[config.mk]
export PLATFORM = sky130hd
export DESIGN_NAME = seg_diff
export DESIGN_NICKNAME = d
export VERILOG_FILES = /design/src/hdl/seg_pkg.sv /design/src/hdl/seg_diff.sv
export SDC_FILE = /design/constraint.sdc
export NUM_CORES = 1
export LEC_CHECK = 0
export ABC_AREA = 0
export BUFFER_PORTS_ARGS = -buffer_cell sky130_fd_sc_hd__clkbuf_2
export CORE_ASPECT_RATIO = 1.4
export CORE_MARGIN = 2
export CORE_UTILIZATION = 30
export DETAILED_ROUTE_END_ITERATION = 8
export GPL_TIMING_DRIVEN = 0
export SLEW_MARGIN = 10
export SYNTH_ARGS = -nofsm -noshare
export SYNTH_HDL_FRONTEND = slang
export SYNTH_SLANG_ARGS = --single-unit
[constraint.sdc]
create_clock -name clk -period 5.28 [get_ports clk]
set_clock_uncertainty 0.05 [all_clocks]
set_input_delay 0.792 -clock clk [delete_from_list [all_inputs] [get_ports clk]]
set_output_delay 0.792 -clock clk [all_outputs]
set_load 0.05 [all_outputs]
[src/hdl/seg_pkg.sv]
package seg_pkg;

  // orientation of an ordered point triple
  typedef enum logic [1:0] {
    ORIENT_COL = 2'd0,
    ORIENT_CW  = 2'd1,
    ORIENT_CCW = 2'd2
  } orient_t;

  // the four orientations of one segment pair
  typedef struct packed {
    orient_t o1;  // b start against line a
    orient_t o2;  // b end against line a
    orient_t o3;  // a start against line b
    orient_t o4;  // a end against line b
  } orient_set_t;

  // endpoint inside the other segment's bounding box
  typedef struct packed {
    logic b_start_in_a;
    logic b_end_in_a;
    logic a_start_in_b;
    logic a_end_in_b;
  } box_set_t;

  localparam int NUM_ORIENT = 4;

endpackage

[src/hdl/seg_diff.sv]
module seg_diff import seg_pkg::*; #(
  parameter int W = 16
) (
  input  logic                clk,
  input  logic                rst,
  input  logic                in_valid,
  input  logic signed [W-1:0] ax0,
  input  logic signed [W-1:0] ay0,
  input  logic signed [W-1:0] ax1,
  input  logic signed [W-1:0] ay1,
  input  logic signed [W-1:0] bx0,
  input  logic signed [W-1:0] by0,
  input  logic signed [W-1:0] bx1,
  input  logic signed [W-1:0] by1,
  output logic                out_valid,
  output logic signed [W:0]   ma [NUM_ORIENT],
  output logic signed [W:0]   mb [NUM_ORIENT],
  output logic signed [W:0]   mc [NUM_ORIENT],
  output logic signed [W:0]   md [NUM_ORIENT],
  output box_set_t            box
);

  localparam int DW = W + 1;

  // q lies between p and r on one axis
  function automatic logic between(input logic signed [W-1:0] q,
                                   input logic signed [W-1:0] p,
                                   input logic signed [W-1:0] r);
    between = (q >= p && q <= r) || (q >= r && q <= p);
  endfunction

  function automatic logic signed [W:0] sub(input logic signed [W-1:0] x,
                                            input logic signed [W-1:0] y);
    sub = DW'(x) - DW'(y);
  endfunction

  // valid pipe
  always_ff @(posedge clk) begin
    if (rst) begin
      out_valid <= 1'b0;
    end else begin
      out_valid <= in_valid;
    end
  end

  // coordinate differences, cross = ma*mb - mc*md for each orientation
  always_ff @(posedge clk) begin
    ma[0] <= sub(ay1, ay0);
    mb[0] <= sub(bx0, ax1);
    mc[0] <= sub(ax1, ax0);
    md[0] <= sub(by0, ay1);

    ma[1] <= sub(ay1, ay0);
    mb[1] <= sub(bx1, ax1);
    mc[1] <= sub(ax1, ax0);
    md[1] <= sub(by1, ay1);

    ma[2] <= sub(by1, by0);
    mb[2] <= sub(ax0, bx1);
    mc[2] <= sub(bx1, bx0);
    md[2] <= sub(ay0, by1);

    ma[3] <= sub(by1, by0);
    mb[3] <= sub(ax1, bx1);
    mc[3] <= sub(bx1, bx0);
    md[3] <= sub(ay1, by1);
  end

  // bounding box checks
  always_ff @(posedge clk) begin
    box.b_start_in_a <= between(bx0, ax0, ax1) && between(by0, ay0, ay1);
    box.b_end_in_a   <= between(bx1, ax0, ax1) && between(by1, ay0, ay1);
    box.a_start_in_b <= between(ax0, bx0, bx1) && between(ay0, by0, by1);
    box.a_end_in_b   <= between(ax1, bx0, bx1) && between(ay1, by0, by1);
  end

endmodule

==> results of run 1 <==
==> synthesized netlist by cell type, types with 5 or more instances <==
library cell / number / area share [%]
nor2b_1: 42 / 1.8
a21oi_1: 123 / 4.1
ha_1: 232 / 19
nor2_1: 93 / 2.3
inv_1: 193 / 4.9
a21boi_0: 13 / 0.66
a21o_1: 70 / 3.5
xnor2_1: 106 / 6.2
xor2_1: 48 / 2.8
o22ai_1: 5 / 0.21
o211ai_1: 7 / 0.35
nor4_1: 6 / 0.25
nand2_1: 83 / 2.1
and3_1: 17 / 0.71
nand2b_1: 20 / 0.84
nand3_1: 46 / 1.5
nor3_1: 32 / 1.1
nand4_1: 21 / 0.88
o31ai_1: 5 / 0.25
a221oi_1: 6 / 0.35
and4_1: 6 / 0.35
clkbuf_1: 25 / 0.63
dfxtp_1: 207 / 28
o21ai_1: 7 / 0.24
o21a_1: 25 / 1.3
fa_1: 12 / 1.6
a211oi_1: 12 / 0.60
o21bai_1: 8 / 0.40
buf_4: 70 / 3.5
a2111oi_0: 6 / 0.35
or3_1: 8 / 0.34
a31oi_1: 21 / 0.88
o21ai_0: 83 / 2.8
==> sequential cells by signal, summed over array words and instances, names as in the netlist <==
name       cells
box            4
ma            34
out_valid      1
md            67
mb            67
mc            34
==> worst max-delay path: cells and delay by family <==
family                     cells  cell delay, ns
AOI/OAI and AO/OA              5            1.49
adders and majority gates      1            0.39
and+or+nand+nor                2            0.35
buffers and inverters          2            0.34
xor gates and xnor gates       1            0.17
==> through the flow <==
stage          utilization (%)  instances
2_1_floorplan                -       1739
3_3_place_gp              36.2       2783
3_5_place_dp              36.2       2783
4_1_cts                   37.8       2827
5_1_grt                   37.9       2829
6_report                  37.9       2829
==> power by group through the flow <==
stage          clock, mW  sequential [mW]  combinational (mW)
6_report            1.74             2.05                3.58
5_1_grt             1.86             2.08                3.80
4_1_cts             1.82             2.06                3.61
3_5_place_dp           0             2.09                3.59
3_3_place_gp           0             2.08                3.58
2_1_floorplan          0             3.21                1.51
==> kinds of logic after synthesis <==
kind of cell	after synthesis
compound gates	439
xor+xnor	154
fa+ha+maj	244
buf+inv	296
flops	207
mux	4
simple gates	395
==> per-layer routing <==
metal	share of wire, %	up-vias	global-route usage (%)
met3	4.9	97	2.73
met1	35	6379	20.6
met2	54	452	41.8
li1	-	6838	-
met4	5.4	0	10.6
met5	0	-	0
==> worst paths after layout <==
| path | start | end | slack (ns) | cells past startpoint |
|---|---|---|---|---|
| hold / removal | rst | out_valid | 0.36 | 2 |
| setup / recovery | ax1[1] | box[0] | 2.09 | 11 |
==> final cells by class <==
cell class | count | share of cell area [%]
multi-input combinational | 1236 | 50.5
timing repair buffer | 407 | 11.0
tap | 637 | 4.30
clock inverter | 16 | 0.883
inverter | 193 | 3.90
sequential | 207 | 22.3
buffer | 103 | 3.53
clock buffer | 28 | 3.54
antenna | 2 | 0.0270
==> results.toml, run 1 <==
[critical_path]
slowest_stage = "a221oi_1"
arrival_ns = 3.55
cp_cell_sequence = "clkbuf_2, inv_1, ha_1, nor2b_1, o21ai_0, nand2_1, a221oi_1, o22ai_1, xnor2_1, a311oi_1, a21oi_1"
required_ns = 5.64
end_kind = "flip-flop"
critPathKind = "input port to flip-flop"
slowest_delay_ns = 0.63
startpoint_type = "input port"
cp_max_fo = 5

[worst_hold_path]
hp-class = "input port to flip-flop"

[outcome]
outcome = "finished, final reports clean"

[power_and_ir_drop]
p_switching_mw = 3.51
ir_worst_vdd_mv = 0.358
power_per_cell_area_nw_per_um2 = 397
share_comb_of_total_power_pct = 48.5
power_frac_clock_pct = 23.6
p_sw_share_pct = 47.6
leakage_nw = 9.60
p_total_mw = 7.37
seqPwrFrac_pct = 27.8
p_int_mw = 3.86

[finish]
layout_commonest_cell = "clkbuf_2"
num-nets-final = 2547
seqCellArea_um2 = 4140
fin_area_um2 = 18600
drive_above_1_share_pct = 24.7
multi_input_area_um2 = 9370
area_growth_pct = 24.6
fillers = 5112
layout_common_cells = "clkbuf_2, ha_1, dfxtp_1, inv_1, a21oi_1"

[timing]
rsz0062_at_grt = "false"
setup_slack_ns = 2.09
fmax_ghz = 0.314
worst_pin_slew_ns = 0.823
finalSetupTns_ns = 0
post-route-period-util_pct = 60.4
hold_slack_ns = 0.361
setup_viol_count_final = 0
hold_violations = 0
relSlewSlack_pct = 44.7
maxSlewViolCount = 0
period_minus_slack_ns = 3.19

[yosys]
synth-adder-area-share_pct = 21.1
synth-main-ff-cell = "dfxtp_1"
synth_xor_area_share_pct = 9.06
yosysWarnings = 0
async_flop_share_pct = 0
avgSynthCellArea_um2 = 8.56
syn_nets = 2114
seq_area_frac_synth_pct = 27.8
muxShareOfSynthArea_pct = 0.277
syn_inst = 1739
synth_top_family_by_area = "adder cells"
synthSimpleGateAreaFrac_pct = 13.2
ys_ff_latch = 207
synth_cell_type_count = 73
syn-cell-area_um2 = 14900
synth_compound_area_share_pct = 19.2
synth_edf_count = 0

[global_routing]
antenna_found_initial = 2
grt_pass1_wl_um = 81300
gr-usage-all-layers_pct = 20.9
overflow = 0
grt_max_degree = 15
grt_pass1_vias = 14282

[place]
dp_hpwl_um = 47700
port_buffers = 407
dpl-instance-area_um2 = 17700
dp_worst_setup_slack_ns = 1.50
place_congestion = 0.954

[floorplan]
num_rows = 96
die_area_um2 = 51500
core_region_area_um2 = 49000
boundaryPins = 408
dieHeight_um = 268
start_util_pct = 30.4
die_x_um = 192

[clocking]
post-cts-setup-buffer-count = 0
path_clk_slew_ns = 0.06
cts_tree = "built"
h-tree-depth = 1
cts_resized = 0
numCtsBuffers = 24
ctsHoldBuffers = 0
clock_path_buffers = 3
cts_root_buf = "clkbuf_16"
clock_sinks = 207

[detailed_routing]
routed_via_density = 4.87
wl_per_cell_um = 19.5
wl_um = 55100
drt_iter0_markers = 541
vias = 13766
drc = 0
ant_nets = 0
firstDrtPassIters = 5

[job]
cap_viol_max_count = 0
(Power assumes the default switching activity.)
==> run 2, diff against run 1 <==
Clock period 5.28 ns to 2.9 ns, I/O delays scaled along.
==> results.toml, run 2 (synthesis results as in run 1) <==
[outcome]
outcome = "finished, final reports clean"

[place]
place_congestion = 0.954
port_buffers = 407
dp_hpwl_um = 47700

[floorplan]
die_x_um = 192
core_region_area_um2 = 49000
dieHeight_um = 268
boundaryPins = 408
num_rows = 96
die_area_um2 = 51500
start_util_pct = 30.4

[power_and_ir_drop]
leakage_nw = 9.60
ir_worst_vdd_mv = 0.648
power_per_cell_area_nw_per_um2 = 722
p_total_mw = 13.4

[critical_path]
arrival_ns = 3.21
cp_max_fo = 5
end_kind = "flip-flop"
required_ns = 3.32
startpoint_type = "input port"
critPathKind = "input port to flip-flop"

[detailed_routing]
drt_iter0_markers = 585
firstDrtPassIters = 5
vias = 13750
ant_nets = 0
drc = 0
routed_via_density = 4.86
wl_per_cell_um = 19.5
wl_um = 55100

[global_routing]
grt_pass1_wl_um = 81400
gr-usage-all-layers_pct = 21.0
antenna_found_initial = 2
grt_pass1_vias = 14289
overflow = 0
grt_max_degree = 15

[clocking]
numCtsBuffers = 24
clock_sinks = 207
clock_path_buffers = 3
h-tree-depth = 1
cts_tree = "built"
path_clk_slew_ns = 0.07
cts_root_buf = "clkbuf_16"

[finish]
multi_input_area_um2 = 9390
num-nets-final = 2548
reg_top3 = "mb: 67 flops, md: 67 flops"
layout_commonest_cell = "clkbuf_2"
area_growth_pct = 24.8
drive_above_1_share_pct = 24.8
fillers = 5108
seqCellArea_um2 = 4140
layout_common_cells = "clkbuf_2, ha_1, dfxtp_1, inv_1, a21oi_1"
post-route-util_pct = 37.9

[timing]
setup_viol_count_final = 0
period_minus_slack_ns = 2.78
fmax_ghz = 0.359
post-route-period-util_pct = 96.0
rsz0062_at_grt = "false"
hold_violations = 0
worst_pin_slew_ns = 0.798
relSlewSlack_pct = 46.3
maxSlewViolCount = 0

[worst_hold_path]
hp-class = "input port to flip-flop"
hold_path.startpoint = "in_valid"
holdPathStages = 2
hold_path_end = "out_valid"

[job]
cap_viol_max_count = 0
==> run 2: cell types whose count changed in the layout (fill, tap and decap cells not counted), sizes merged <==
cell         delta
dlygate4sd3     +1
==> run 2: timing repair <==
action,4_1_cts,5_1_grt
hold buffers,1,0
endpoints found under the hold margin,1,0
buffers inserted,0,0
endpoints found under the setup margin,0,4
resized for setup,0,4
==> run 2: layout make-up <==
type,count,area share [%]
Antenna cell,2,0.0269
Buffer,103,3.52
Clock buffer,28,3.53
Clock inverter,16,0.882
Inverter,193,3.90
Multi-Input combinational cell,1236,50.5
Sequential cell,207,22.3
Tap cell,637,4.29
Timing Repair Buffer,408,11.0
==> run 2: power by group <==
group	total (mW)	leakage [nW]	internal [mW]	switching, mW
logic	6.52	7.46	1.75	4.77
registers	3.73	1.75	3.46	0.273
clock network	3.17	0.403	1.82	1.35
==> run 2: metal layers <==
| layer | global-route usage (%) | vias up | share of wire, % |
|---|---|---|---|
| met2 | 41.9 | 423 | 54 |
| met4 | 10.6 | 0 | 5.4 |
| li1 | - | 6844 | - |
| met1 | 20.6 | 6389 | 36 |
| met5 | 0 | - | 0 |
| met3 | 2.73 | 94 | 4.9 |
==> run 2: critical path: stages <==
cell	delay (ns)
clkbuf_2	0.17
inv_1	0.17
ha_1	0.35
nor2b_1	0.16
o2111ai_1	0.19
nand4b_1	0.27
a221o_1	0.52
a211oi_2	0.34
a21oi_1	0.20
xor2_1	0.19
a22oi_1	0.19
==> run 2: worst max-delay path by stage <==
stage,from,endpoint,slack [ns],cells past startpoint
4_1_cts,ax1[1],box[0],0.08,11
3_3_place_gp,ax1[1],box[0],-0.55,11
3_5_place_dp,ax1[1],box[0],-0.52,11
2_1_floorplan,ax1[10],box[0],0.42,11
6_report,ay1[1],box[2],0.12,11
5_1_grt,ax1[11],box[2],0.03,12
==> run 2: through the flow <==
step	setup WS (ns)	hold WS, ns	std cells	setup TNS, ns	instance area [um2]
after floorplan	0.419	0.457	1739	0	14900
after global placement	-0.552	0.547	2783	-7.85	17700
after detailed placement	-0.523	0.556	2783	-8.09	17700
after CTS	0.0750	0.0467	2828	0	18600
after global routing	0.0289	0.0635	2830	0	18600
final	0.117	0.0797	2830	0	18600
==> run 3, diff against run 2 <==
Settings changed: REMOVE_ABC_BUFFERS set to 1.
==> results.toml, run 3 (synthesis results as in run 1) <==
[outcome]
outcome = "finished, final reports clean"

[worst_hold_path]
hp-class = "input port to flip-flop"
holdPathStages = 2
hold_path.startpoint = "in_valid"
hold_path_end = "out_valid"

[job]
cap_viol_max_count = 0

[finish]
reg_top3 = "mb: 67 flops, md: 67 flops"
area_growth_pct = 20.3
num-nets-final = 2446
drive_above_1_share_pct = 22.4
layout_common_cells = "clkbuf_2, ha_1, dfxtp_1, inv_1, a21oi_1"
fin_area_um2 = 17900
n_antenna_cell = 0
post-route-util_pct = 36.6
layout_commonest_cell = "clkbuf_2"

[global_routing]
antenna_found_initial = 1
grt_max_degree = 16
grt_pass1_vias = 13760
overflow = 0
gr-usage-all-layers_pct = 20.8
grt_pass1_wl_um = 80100

[detailed_routing]
ant_nets = 0
vias = 13433
drc = 0
firstDrtPassIters = 5
routed_via_density = 4.93
drt_iter0_markers = 540
wl_um = 54800
wl_per_cell_um = 20.1

[timing]
fmax_ghz = 0.356
post-route-period-util_pct = 96.9
hold_violations = 0
period_minus_slack_ns = 2.81
maxSlewViolCount = 0
worst_pin_slew_ns = 0.934
setup_viol_count_final = 0
rsz0062_at_grt = "false"
relSlewSlack_pct = 37.4
finalSetupTns_ns = 0

[critical_path]
required_ns = 3.26
cp_cell_sequence = "clkbuf_2, inv_1, ha_1, fa_1, nor2b_1, o21ai_1, a21boi_0, o21ai_0, a21oi_1, a311o_1, a31oi_1, xnor2_1"
startpoint_type = "input port"
path_delay_family = "compound AO/OA/AOI/OAI gates"
slowest_stage = "a21oi_1"
arrival_ns = 3.17
slowest_delay_ns = 0.54
critPathKind = "input port to flip-flop"
end_kind = "flip-flop"
worst-path-buf-inv = 2
cp_max_fo = 3

[floorplan]
num_rows = 96
start_util_pct = 30.4
boundaryPins = 408
die_area_um2 = 51500
dieHeight_um = 268
die_x_um = 192
core_region_area_um2 = 49000

[clocking]
numCtsBuffers = 23
clock_sinks = 207
path_clk_slew_ns = 0.06
clock_path_buffers = 3
cts_root_buf = "clkbuf_16"
h-tree-depth = 1
cts_tree = "built"

[place]
dpl-instance-area_um2 = 17100
dp_hpwl_um = 47200
port_buffers = 407
place_congestion = 0.971

[power_and_ir_drop]
leakage_nw = 9.22
ir_worst_vdd_mv = 0.580
power_per_cell_area_nw_per_um2 = 737
-- run 3: changes by cell type in the layout (fill, tap and decap cells not counted), sizes merged --
cell	before	now
diode	2	0
buf	78	2
clkinvlp	2	1
clkinv	9	4
bufinv	2	5
clkbuf	460	433
-- run 3: per-stage QoR --
step / setup WS [ns] / instances / hold slack [ns] / power [mW]
final: 0.0886 / 2722 / 0.0674 / 13.2
after global routing: 0.00191 / 2722 / 0.0646 / 13.9
after CTS: 0.0120 / 2720 / 0.0346 / 13.4
after detailed placement: -0.566 / 2680 / 0.551 / 10.1
after global placement: -0.610 / 2680 / 0.546 / 10.1
after floorplan: 0.428 / 1636 / 0.457 / 8.32
-- run 3: layout make-up --
class / count / area [um2]
Fill cell: 5140 / 31100
Clock inverter: 13 / 204
Sequential cell: 207 / 4140
Clock buffer: 26 / 597
Inverter: 193 / 724
Multi-Input combinational cell: 1236 / 9390
Tap cell: 637 / 797
Timing Repair Buffer: 410 / 2060
-- run 3: routing by layer --
metal	track usage (%)	wire length, um	up-vias
li1	-	-	6625
met5	0	0	-
met4	8.81	2400	0
met3	2.40	2390	84
met1	20.7	19700	6311
met2	42.2	30300	413
-- run 3: worst max-delay path by stage --
stage	cells after the start	endpoint	from	slack, ns
CTS	11	box[0]	ax1[1]	0.01
detailed placement	11	box[0]	ax1[1]	-0.57
global route	11	ma[49]	ay0[1]	0.002
global placement	11	box[0]	ax1[1]	-0.61
finish	12	md[48]	by1[0]	0.09
floorplan	10	md[33]	by1[2]	0.43
-- run 3: power by group --
part / internal, mW / switching (mW)
sequential: 3.46 / 0.279
clock: 1.93 / 1.29
combinational: 1.54 / 4.71
total: 6.93 / 6.28
-- run 3: repair_timing --
action / in CTS / in global routing
setup endpoints to repair: 0 / 4
endpoints found under the hold margin: 1 / 0
resized for setup: 0 / 6
buffers inserted: 0 / 2
hold buffers: 1 / 0
